File: config.mk
export PLATFORM = sky130hd
export DESIGN_NAME = rich_parser
export DESIGN_NICKNAME = d
export VERILOG_FILES = /design/src/rtl/rich_pkg.sv /design/src/rtl/rich_parser.sv
export SDC_FILE = /design/constraint.sdc
export NUM_CORES = 1
export LEC_CHECK = 0
export ABC_AREA = 1
export BUFFER_PORTS_ARGS = -buffer_cell sky130_fd_sc_hd__buf_2
export CAP_MARGIN = 20
export CORE_AREA = 2 2 188 190
export DETAILED_ROUTE_END_ITERATION = 12
export DIE_AREA = 0 0 190 192
export HOLD_SLACK_MARGIN = 0.03
export PLACE_DENSITY_LB_ADDON = 0.12
export REMOVE_ABC_BUFFERS = 1
export SLEW_MARGIN = 30
export SYNTH_ARGS = -nofsm -noshare
export SYNTH_HDL_FRONTEND = slang
export SYNTH_SLANG_ARGS = --single-unit
File: constraint.sdc
create_clock -name clk_i -period 13.5 [get_ports clk_i]
set_clock_uncertainty 0.15 [all_clocks]
set_input_delay 1.35 -clock clk_i [delete_from_list [all_inputs] [get_ports clk_i]]
set_output_delay 1.35 -clock clk_i [all_outputs]
set_load 0.1 [all_outputs]
File: src/rtl/rich_pkg.sv
// Shared constants, codes and interface structs of the RLE color histogram.
package rich_pkg;

  // table size and derived widths
  localparam int unsigned MAX_COLORS = 1024;
  localparam int unsigned ADDR_W     = $clog2(MAX_COLORS);
  localparam int unsigned TOT_W      = $clog2(MAX_COLORS + 1);

  // fixed field widths
  localparam int unsigned BYTE_W = 8;
  localparam int unsigned IDX_W  = 10;
  localparam int unsigned DIST_W = 11;
  localparam int unsigned CNT_W  = 32;
  localparam int unsigned RGB_W  = 24;
  localparam int unsigned DIM_W  = 16;
  localparam int unsigned PIX_W  = 33;
  localparam int unsigned LEFT_W = 8;
  localparam int unsigned ENT_W  = RGB_W + CNT_W;

  // packet header: bit 7 marks a run, low bits hold length - 1
  localparam int unsigned RUN_BIT = 7;

  // operations carried in tuser
  localparam logic OP_STREAM = 1'b0;
  localparam logic OP_READ   = 1'b1;

  // configuration register indexes
  localparam int unsigned CFG_AW     = 1;
  localparam logic [CFG_AW-1:0] REG_WIDTH  = 1'b0;
  localparam logic [CFG_AW-1:0] REG_HEIGHT = 1'b1;

  // finished pixel offered by the parser
  typedef struct packed {
    logic              valid;
    logic [RGB_W-1:0]  rgb;
    logic [LEFT_W-1:0] n;
  } pix_t;

  // request to the color table
  typedef struct packed {
    logic              valid;
    logic              read;
    logic [IDX_W-1:0]  idx;
    logic [RGB_W-1:0]  rgb;
    logic [LEFT_W-1:0] n;
  } tbl_req_t;

  // completion from the color table
  typedef struct packed {
    logic             done;
    logic             valid;
    logic [RGB_W-1:0] rgb;
    logic [CNT_W-1:0] count;
  } tbl_rsp_t;

endpackage

File: src/rtl/rich_parser.sv
// Targa RLE packet parser: header decode, BGR assembly, pixel count and done flag.
module rich_parser (
  input  logic                          clk_i,
  input  logic                          rst_ni,
  input  logic                          cfg_we_i,
  input  logic [rich_pkg::CFG_AW-1:0]   cfg_addr_i,
  input  logic [rich_pkg::DIM_W-1:0]    cfg_wdata_i,
  input  logic                          take_i,
  input  logic [rich_pkg::BYTE_W-1:0]   byte_i,
  output rich_pkg::pix_t                pix_o,
  output logic                          done_o
);
  import rich_pkg::*;

  localparam logic [1:0] BIP_BLUE  = 2'd0;
  localparam logic [1:0] BIP_GREEN = 2'd1;
  localparam logic [1:0] BIP_RED   = 2'd2;

  logic [DIM_W-1:0]   width_q, height_q;
  logic [2*DIM_W-1:0] area_q;
  logic               phase_q, phase_d;
  logic               run_q, run_d;
  logic [LEFT_W-1:0]  left_q, left_d;
  logic [1:0]         bip_q, bip_d;
  logic [BYTE_W-1:0]  blue_q, blue_d;
  logic [BYTE_W-1:0]  green_q, green_d;
  logic [PIX_W-1:0]   counted_q, counted_d;
  logic [LEFT_W-1:0]  left_dec;

  assign done_o    = !phase_q && (counted_q >= PIX_W'(area_q));
  assign pix_o.valid = phase_q && (bip_q == BIP_RED);
  assign pix_o.rgb   = {byte_i, green_q, blue_q};
  assign pix_o.n     = run_q ? left_q : LEFT_W'(1);
  assign left_dec    = left_q - LEFT_W'(1);

  always_comb begin
    phase_d   = phase_q;
    run_d     = run_q;
    left_d    = left_q;
    bip_d     = bip_q;
    blue_d    = blue_q;
    green_d   = green_q;
    counted_d = counted_q;
    if (take_i) begin
      if (!phase_q) begin
        if (!done_o) begin
          run_d   = byte_i[RUN_BIT];
          left_d  = {1'b0, byte_i[RUN_BIT-1:0]} + LEFT_W'(1);
          bip_d   = BIP_BLUE;
          phase_d = 1'b1;
        end
      end else begin
        case (bip_q)
          BIP_BLUE: begin
            blue_d = byte_i;
            bip_d  = BIP_GREEN;
          end
          BIP_GREEN: begin
            green_d = byte_i;
            bip_d   = BIP_RED;
          end
          default: begin
            bip_d = BIP_BLUE;
            if (run_q) begin
              counted_d = counted_q + PIX_W'(left_q);
              left_d    = '0;
              phase_d   = 1'b0;
            end else begin
              counted_d = counted_q + PIX_W'(1);
              left_d    = left_dec;
              if (left_dec == '0) phase_d = 1'b0;
            end
          end
        endcase
      end
    end
  end

  always_ff @(posedge clk_i or negedge rst_ni) begin
    if (!rst_ni) begin
      width_q   <= '0;
      height_q  <= '0;
      area_q    <= '0;
      phase_q   <= 1'b0;
      run_q     <= 1'b0;
      left_q    <= '0;
      bip_q     <= BIP_BLUE;
      blue_q    <= '0;
      green_q   <= '0;
      counted_q <= '0;
    end else begin
      if (cfg_we_i && (cfg_addr_i == REG_WIDTH))  width_q  <= cfg_wdata_i;
      if (cfg_we_i && (cfg_addr_i == REG_HEIGHT)) height_q <= cfg_wdata_i;
      area_q    <= width_q * height_q;
      phase_q   <= phase_d;
      run_q     <= run_d;
      left_q    <= left_d;
      bip_q     <= bip_d;
      blue_q    <= blue_d;
      green_q   <= green_d;
      counted_q <= counted_d;
    end
  end

endmodule

==> results of run 1 <==
[state kept, by name, indices dropped and copies added (netlist names)]
signal / count
counted_q: 33
area_q: 32
height_q: 16
width_q: 16
blue_q: 8
green_q: 8
left_q: 8
bip_q: 2
phase_q: 1
run_q: 1
[kinds of logic (layout without fill, tap and decap cells)]
| logic type | Yosys count | in the layout |
|---|---|---|
| AO/OA/AOI/OAI | 170 | 170 |
| buffers and inverters | 573 | 584 |
| flip-flops | 125 | 125 |
| XOR/XNOR | 60 | 60 |
| adder cells (fa/ha/maj) | 342 | 342 |
| AND/OR/NAND/NOR | 684 | 684 |
[worst max-delay path: stages (launching register included)]
cell and delay (ns):
dfrtp_1 0.85, nand2_1 0.17, fa_1 0.56, inv_1 0.05, fa_1 0.50, inv_1 0.05, fa_1 0.48, inv_1 0.06
fa_1 0.50, fa_1 0.54, inv_1 0.05, fa_1 0.52, inv_1 0.04, ha_1 0.36, a21oi_1 0.29, o21ai_0 0.19
a21oi_1 0.29, nand2_1 0.13, nand2_1 0.10, a21o_1 0.11, nand2_1 0.04
[layout make-up]
type / count / area share, %
Clock buffer: 19 / 2.69
Tap cell: 455 / 3.46
Sequential cell: 125 / 19.0
Timing Repair Buffer: 66 / 2.08
Clock inverter: 12 / 0.700
Multi-Input combinational cell: 1256 / 60.9
Inverter: 487 / 11.1
[Yosys cell counts (all sizes together), types with 4 or more instances]
| cell type | n | area [sq um] |
|---|---|---|
| dfrtp | 125 | 3130 |
| a21oi | 55 | 283 |
| o21ai | 90 | 465 |
| xor2 | 37 | 324 |
| nor2 | 64 | 248 |
| ha | 147 | 1840 |
| fa | 195 | 3900 |
| buf | 10 | 68.8 |
| nor3 | 22 | 126 |
| nand4 | 13 | 87.6 |
| nand3 | 63 | 320 |
| a21o | 9 | 67.6 |
| inv | 487 | 1830 |
| nand3b | 5 | 37.5 |
| a31oi | 4 | 25.0 |
| xnor2 | 23 | 201 |
| clkbuf | 76 | 285 |
| nand2 | 509 | 1930 |
[through the flow]
| step | setup slack (ns) | std cells | util (%) |
|---|---|---|---|
| floorplan | 8.12 | 1868 | - |
| global placement | 7.39 | 2389 | 46.3 |
| detailed placement | 7.37 | 2389 | 46.3 |
| CTS | 7.37 | 2420 | 48.0 |
| global route | 6.95 | 2420 | 48.0 |
| finish | 7.33 | 2420 | 48.0 |
[routing by layer]
| metal | GRT usage (%) | wire length, microns | part of all wire [%] |
|---|---|---|---|
| met1 | 29.5 | 17300 | 47 |
| met2 | 37.1 | 17200 | 47 |
| met3 | 3.69 | 1620 | 4.4 |
| met4 | 5.13 | 565 | 1.5 |
| met5 | 0 | 0 | 0 |
[worst paths after layout]
path / start / end / slack [ns]
max: width_q[5] / area_q[25] / 7.33
min: blue_q[5] / blue_q[5] / 0.33
max reg2reg: width_q[5] / area_q[25] / 7.33
min reg2reg: blue_q[5] / blue_q[5] / 0.33
max in group asynchronous: rst_ni / height_q[8] / 11.45
min in group asynchronous: rst_ni / green_q[4] / 0.74
==> impl_metrics.tcl, run 1 <==
set metrics [dict create \
    status "finished, final reports clean" \
    cp.required_ns 13.69 \
    maxCapViolCount 0 \
    core_area_sq_um 34300 \
    synth_edf_count 0 \
    setup_violations 0 \
    hold_violations 0 \
    cts_buffer_depth 2 \
    cts_hold_buf 0 \
    rsz0062_at_grt "false" \
    ant_nets 0 \
    synthesis.area_sq_um 15300 \
    clock-sinks 125 \
    ys.flop_type "dfrtp_1" \
    gr-usage-all-layers_pct 21.9 \
    critPathArrivalTime_ns 6.36 \
    mostFrequentLayoutCells "504 x nand2_1, 486 x inv_1, 195 x fa_1" \
    io_pins 63 \
    ys_seq_area_share_pct 20.4 \
    stdcell_area_sq_um 16400 \
    cp-start-kind "flop" \
    final_common_cell "nand2_1" \
    overflow 0 \
    fin_crit_ns 6.17 \
    num_antenna_cells 0 \
    dieHeight_microns 192 \
    synth_cells 1954 \
    via_per_inst 4.89 \
    fin_nets 2324 \
    area_growth_pct 7.31 \
    synthArstFlopShare_pct 100 \
    syn_avg_cell_area_sq_um 7.84 \
    fin_hold_ws_ns 0.327 \
    relSlewSlack_pct 42.7 \
    critPathKind "flop to flop" \
    cts_resized 0 \
    synth_compound_area_share_pct 6.20 \
    grt_max_degree 45 \
    place_area_sq_um 15900 \
    firstDrtPassIters 5 \
    cts_max_level 4 \
    fin_tns_setup_ns 0 \
    multiInputGateArea_sq_um 10000 \
    synth_simple_gate_area_share_pct 18.3 \
    cts_setup_buffers 0 \
    grt_pass1_wl_microns 63100 \
    start_util_pct 44.7 \
    vias 11800 \
    fillers 3457 \
    wl_per_cell_microns 15.1 \
    synth_xor_area_share_pct 3.43 \
    path_clk_slew_ns 0.06 \
    hold_path_class "flop to flop" \
    antenna_found_initial 0 \
    num_rows 68 \
    cts_made_buffers 17 \
    worstSetupEndpointType "flop" \
    finalCritPeriodShare_pct 45.7 \
    cts_tree "yes" \
    max_freq_mhz 162 \
    routabilityCongestion 0.880 \
    yosys_warnings 0 \
    ys_types 47 \
    drc 0 \
    synth_fa_ha_area_share_pct 37.5 \
    cp_max_fo 17 \
    routed_wl_microns 36600 \
    first_global_vias 12500 \
    portBuffers 62 \
    clock_latency_ns 0.44 \
    die-width_microns 190 \
    hpwlAfterDp_microns 29000 \
    holdPathStages 2 \
    worst-r2r-cell-count 20 \
    root_buffer "clkbuf_16" \
    drive_gt1_share_pct 5.90 \
    drt-initial-drc-count 593 \
    synth-seq-cells 125 \
    regArea_sq_um 3130 \
    synth_top_family_by_area "adder cells" \
    synthMuxAreaShare_pct 0 \
    slew_viol_final 0 \
    die_area_sq_um 36500 \
    tightest_slew_ns 0.857 \
]
Power of run 1 is not shown: default switching activity piles up to over one toggle a cycle in this logic, so the estimate is an artifact.
==> run 2, diff against run 1 <==
==> constraint.sdc (replaced) <==
create_clock -name clk_i -period 5.2 [get_ports clk_i]
set_clock_uncertainty 0.15 [all_clocks]
set_input_delay 0.52 -clock clk_i [delete_from_list [all_inputs] [get_ports clk_i]]
set_output_delay 0.52 -clock clk_i [all_outputs]
set_load 0.1 [all_outputs]
==> run 2 against run 1 <==
Net effect:
- the run now ends with negative setup slack left
- maximum frequency is 15% higher
- setup slack worse by 7.5 ns
- clock-buffer cell count stayed put
- register-to-register slack worse by 7.5 ns
- die area stayed put
- design area is 14% higher
- hold slack worse by 0.13 ns
- global-route usage is 0.31 points higher
- critical endpoint is now area_q[23]
==> impl_metrics.tcl, run 2 (same netlist as run 1, synthesis figures left out) <==
set metrics [dict create \
    status "complete, but fails checks" \
    failed_checks "negative setup slack" \
    first_global_vias 13100 \
    hold_violations 0 \
    finalCritPeriodShare_pct 103 \
    cts_tree "yes" \
    timing.critical_path.slowest_stage_cell "fa_1" \
    num_antenna_cells 0 \
    worst-r2r-cell-count 21 \
    portBuffers 62 \
    hpwlAfterDp_microns 30600 \
    crit_cells 21 \
    r2r_start "width_q[9]" \
    maxCapViolCount 0 \
    cts_made_buffers 17 \
    grt_max_degree 77 \
    cp.required_ns 5.40 \
    tightest_slew_ns 0.733 \
    ant_nets 0 \
    worstSetupEndpointType "flop" \
    cp-start-kind "flop" \
    max_stage_delay_ns 0.54 \
    die-width_microns 190 \
    via_per_inst 4.81 \
    die_area_sq_um 36500 \
    r2r-end "area_q[23]" \
    antenna_found_initial 0 \
    wl_per_cell_microns 14.7 \
    drive_gt1_share_pct 22.4 \
    drc 0 \
    routed_wl_microns 37900 \
    path_common_cell "fa_1" \
    final_common_cell "nand2_1" \
    root_buffer "clkbuf_16" \
    cts_max_level 4 \
    fin_crit_ns 5.35 \
    cp_cell_sequence "buf_12, buf_4, nand2_1, fa_1, inv_1, fa_1, fa_1, fa_1, fa_1, inv_2, fa_1, inv_2, ha_4, nand2_4, inv_2, nand2_2, nor2_4, nand4_1, nand3_2, buf_4, xor2_1" \
    mostFrequentLayoutCells "470 x nand2_1, 448 x inv_1, 178 x fa_1" \
    num_rows 68 \
    crit_end "area_q[23]" \
    clock_latency_ns 0.43 \
    fin_tns_setup_ns -1.37 \
    fin_cells 2590 \
    critPathKind "flop to flop" \
    fin_nets 2493 \
    area_growth_pct 22.4 \
    vias 12500 \
    max_freq_mhz 187 \
    critical_path.startpoint "width_q[9]" \
    relSlewSlack_pct 51.1 \
    largest_register_ffs 33 \
    drt-initial-drc-count 546 \
    grt_pass1_wl_microns 64500 \
    setup_violations 17 \
    io_pins 63 \
    path_delay_family "adder cells" \
    cp_max_fo 6 \
    start_util_pct 44.7 \
    regMostFlops "counted_q" \
    path_clk_slew_ns 0.07 \
    hold_path_class "input port to flop" \
    rsz0062_at_grt "true" \
    rrSetupSlack_ns -0.15 \
    placed_cells 2513 \
    core_area_sq_um 34300 \
    overflow 0 \
    critPathArrivalTime_ns 5.55 \
    clock-sinks 125 \
    worstPathBufferInverterCount 7 \
    dieHeight_microns 192 \
    cts_buffer_depth 2 \
    gr-usage-all-layers_pct 22.2 \
    routabilityCongestion 0.909 \
    top_regs "counted_q: 33 flops, area_q: 32 flops" \
    firstDrtPassIters 5 \
    slew_viol_final 0 \
    setup_slack_ns -0.149 \
]
[run 2: cell types whose count changed in the layout (fill, tap and decap cells not counted), moves of 18 or more]
| cell | before | now |
|---|---|---|
| buf_4 | 5 | 144 |
| dfrtp_1 | 125 | 100 |
| nand2_2 | 4 | 26 |
| a21oi_1 | 53 | 31 |
| nand2_1 | 504 | 470 |
| inv_1 | 486 | 448 |
| ha_4 | 0 | 18 |
| ha_1 | 147 | 129 |
| dfrtp_2 | 0 | 25 |
| inv_2 | 1 | 37 |
| buf_6 | 0 | 23 |
[run 2: worst min path at each step]
| stage | from | end | depth (start not counted) |
|---|---|---|---|
| floorplan | rst_ni | area_q[0] | 0 |
| global placement | rst_ni | green_q[4] | 1 |
| CTS | cfg_wdata_i[10] | height_q[10] | 3 |
| global route | cfg_wdata_i[12] | height_q[12] | 3 |
| finish | cfg_wdata_i[10] | height_q[10] | 3 |
| detailed placement | rst_ni | green_q[4] | 1 |
[run 2: repair_timing]
item / CTS / global route
endpoints found under the setup margin: 20 / 21
cloned: 0 / 0
setup buffers: 35 / 12
hold buffers: 1 / 0
pin swaps: 96 / 77
gates resized for setup: 161 / 117
hold endpoints to repair: 6 / 0
[run 2: through the flow]
step / utilization, % / cell area, sq um / setup slack, ns / hold WS [ns]
detailed placement: 49.0 / 16800 / -0.655 / 0.194
global placement: 49.0 / 16800 / -0.566 / 0.190
CTS: 53.1 / 18200 / -0.138 / 0.194
floorplan: - / 15000 / -0.178 / 0.0744
global route: 54.7 / 18800 / -0.352 / 0.212
finish: 54.7 / 18800 / -0.149 / 0.201
[run 2: metal layers]
layer	up-vias	part of all wire (%)	track usage, %
li1	6135	-	-
met2	250	50	40.0
met5	-	0	0
met1	6021	45	28.4
met3	47	3.5	2.54
met4	0	1.9	5.66
[run 2: area by class of cell]
| cell class | instances | area [sq um] |
|---|---|---|
| tap | 455 | 569 |
| timing repair buffer | 235 | 1770 |
| sequential | 125 | 3160 |
| multi-input combinational | 1256 | 10900 |
| inverter | 487 | 1830 |
| fill | 3165 | 15500 |
| clock inverter | 13 | 130 |
| clock buffer | 19 | 443 |
[run 2: tightest hold or removal path, cell delays in order]
cell,delay [ns]
buf_2,0.09
inv_1,0.05
o21ai_0,0.07
Power of run 2 is left out for the same reason.
==> run 3, diff against run 2 <==
==> constraint.sdc (replaced) <==
create_clock -name clk_i -period 5.2 [get_ports clk_i]
set_clock_uncertainty 0.15 [all_clocks]
set_input_delay 0.26 -clock clk_i [delete_from_list [all_inputs] [get_ports clk_i]]
set_output_delay 0.26 -clock clk_i [all_outputs]
set_load 0.1 [all_outputs]
==> run 3 against run 2 <==
Net effect:
- the run still ends with negative setup slack left
- non-clock buffer count grew 30
- setup slack got worse by 0.0034 ns
- maximum frequency is essentially flat
- routed wire length increased by 2.3%
- design area is 2.1% higher
- register-to-register slack about the same
==> impl_metrics.tcl, run 3 (same netlist as run 1, synthesis figures left out) <==
set metrics [dict create \
    fin_crit_ns 5.35 \
    cp.required_ns 5.39 \
    placed_cells 2512 \
    core_area_sq_um 34300 \
    area_growth_pct 25.0 \
    cp_max_fo 4 \
    worstSetupEndpointType "flop" \
    num_antenna_cells 0 \
    cts_made_buffers 17 \
    grt_max_degree 77 \
    cts_max_level 4 \
    num_rows 68 \
    die_area_sq_um 36500 \
    final_common_cell "nand2_1" \
    dieHeight_microns 192 \
    cts_tree "yes" \
    place_area_sq_um 16800 \
    relSlewSlack_pct 48.8 \
    vias 12600 \
    hpwlAfterDp_microns 30700 \
    fin_util_pct 55.9 \
    clock_latency_ns 0.44 \
    hold_path_class "input port to asynchronous set/reset pin" \
    finalCritPeriodShare_pct 103 \
    critPathArrivalTime_ns 5.54 \
    ant_nets 0 \
    portBuffers 62 \
    gr-usage-all-layers_pct 22.4 \
    first_global_vias 13300 \
    die-width_microns 190 \
    routed_wl_microns 38800 \
    clock-sinks 125 \
    r2r_start "width_q[9]" \
    max_freq_mhz 187 \
    worst-r2r-cell-count 20 \
    routabilityCongestion 0.907 \
    rrSetupSlack_ns -0.15 \
    top_regs "counted_q: 33 flops, area_q: 32 flops" \
    stdcell_area_sq_um 19200 \
    drive_gt1_share_pct 23.0 \
    largest_register_ffs 33 \
    setup_slack_ns -0.152 \
    regMostFlops "counted_q" \
    grt_pass1_wl_microns 64900 \
    cp-start-kind "flop" \
    firstDrtPassIters 5 \
    via_per_inst 4.79 \
    r2r-end "area_q[17]" \
    wl_per_cell_microns 14.8 \
    drc 0 \
    path_clk_slew_ns 0.07 \
    cts_buffer_depth 2 \
    antenna_found_initial 0 \
    status "complete, but fails checks" \
    hold_violations 0 \
    fin_nets 2523 \
    tightest_slew_ns 0.768 \
    io_pins 63 \
    failed_checks "negative setup slack" \
    setup_violations 17 \
    start_util_pct 44.7 \
    root_buffer "clkbuf_16" \
    drt-initial-drc-count 542 \
    overflow 0 \
    fin_cells 2620 \
    rsz0062_at_grt "true" \
    mostFrequentLayoutCells "469 x nand2_1, 445 x inv_1, 179 x fa_1" \
    slew_viol_final 0 \
    critPathKind "flop to flop" \
    maxCapViolCount 0 \
]
==> run 3: changes by cell type in the layout (fill, tap and decap cells not counted), sizes merged <==
cell,delta
dlygate4sd3,+25
clkbuf,-1
clkinvlp,+1
buf,+5
==> run 3: cell type report <==
cell class,instances,area [sq um]
Fill cell,3160,15100
Clock inverter,14,134
Sequential cell,125,3160
Tap cell,455,569
Clock buffer,18,429
Inverter,487,1830
Timing Repair Buffer,265,2100
Multi-Input combinational cell,1256,10900
==> run 3: repair_timing <==
| action | in CTS | in global routing |
|---|---|---|
| endpoints found under the hold margin | 98 | 0 |
| hold buffers | 26 | 0 |
| setup buffers | 33 | 18 |
| gates resized for setup | 187 | 111 |
| setup endpoints to repair | 20 | 21 |
| pin swaps | 104 | 62 |
==> run 3: per-layer routing <==
layer	track usage [%]	up-vias	wire length [microns]
met5	0	-	0
met4	5.75	0	747
met3	2.43	49	878
met2	40.7	195	19700
met1	28.3	6128	17500
li1	-	6190	-
==> run 3: worst max-delay path by stage <==
stage	to	start	depth (start not counted)
floorplan	area_q[22]	height_q[15]	19
global placement	area_q[29]	width_q[5]	21
detailed placement	area_q[25]	width_q[8]	21
CTS	area_q[28]	width_q[7]	21
global route	area_q[25]	height_q[4]	25
finish	area_q[17]	width_q[9]	20
==> run 3: critical path, cell delays in order (launching register included) <==
cell     delay [ns]
dfrtp_2        0.44
buf_6          0.14
buf_6          0.11
nand2_1        0.08
fa_1           0.45
fa_1           0.51
fa_2           0.53
inv_1          0.05
fa_2           0.45
fa_1           0.54
inv_1          0.05
fa_1           0.49
inv_2          0.05
ha_4           0.27
a21oi_4        0.14
o21ai_2        0.08
a21oi_2        0.13
nand2_2        0.12
buf_4          0.17
a21oi_4        0.16
xnor2_2        0.14
==> run 3: per-stage QoR <==
stage	setup TNS (ns)	hold slack, ns	setup slack, ns
after floorplan	-1.21	-0.186	-0.178
after global placement	-8.08	0.181	-0.566
after detailed placement	-9.03	0.184	-0.631
after CTS	-1.11	0.263	-0.139
after global routing	-4.83	0.302	-0.342
final	-1.47	0.242	-0.152
Power of run 3 is left out for the same reason.
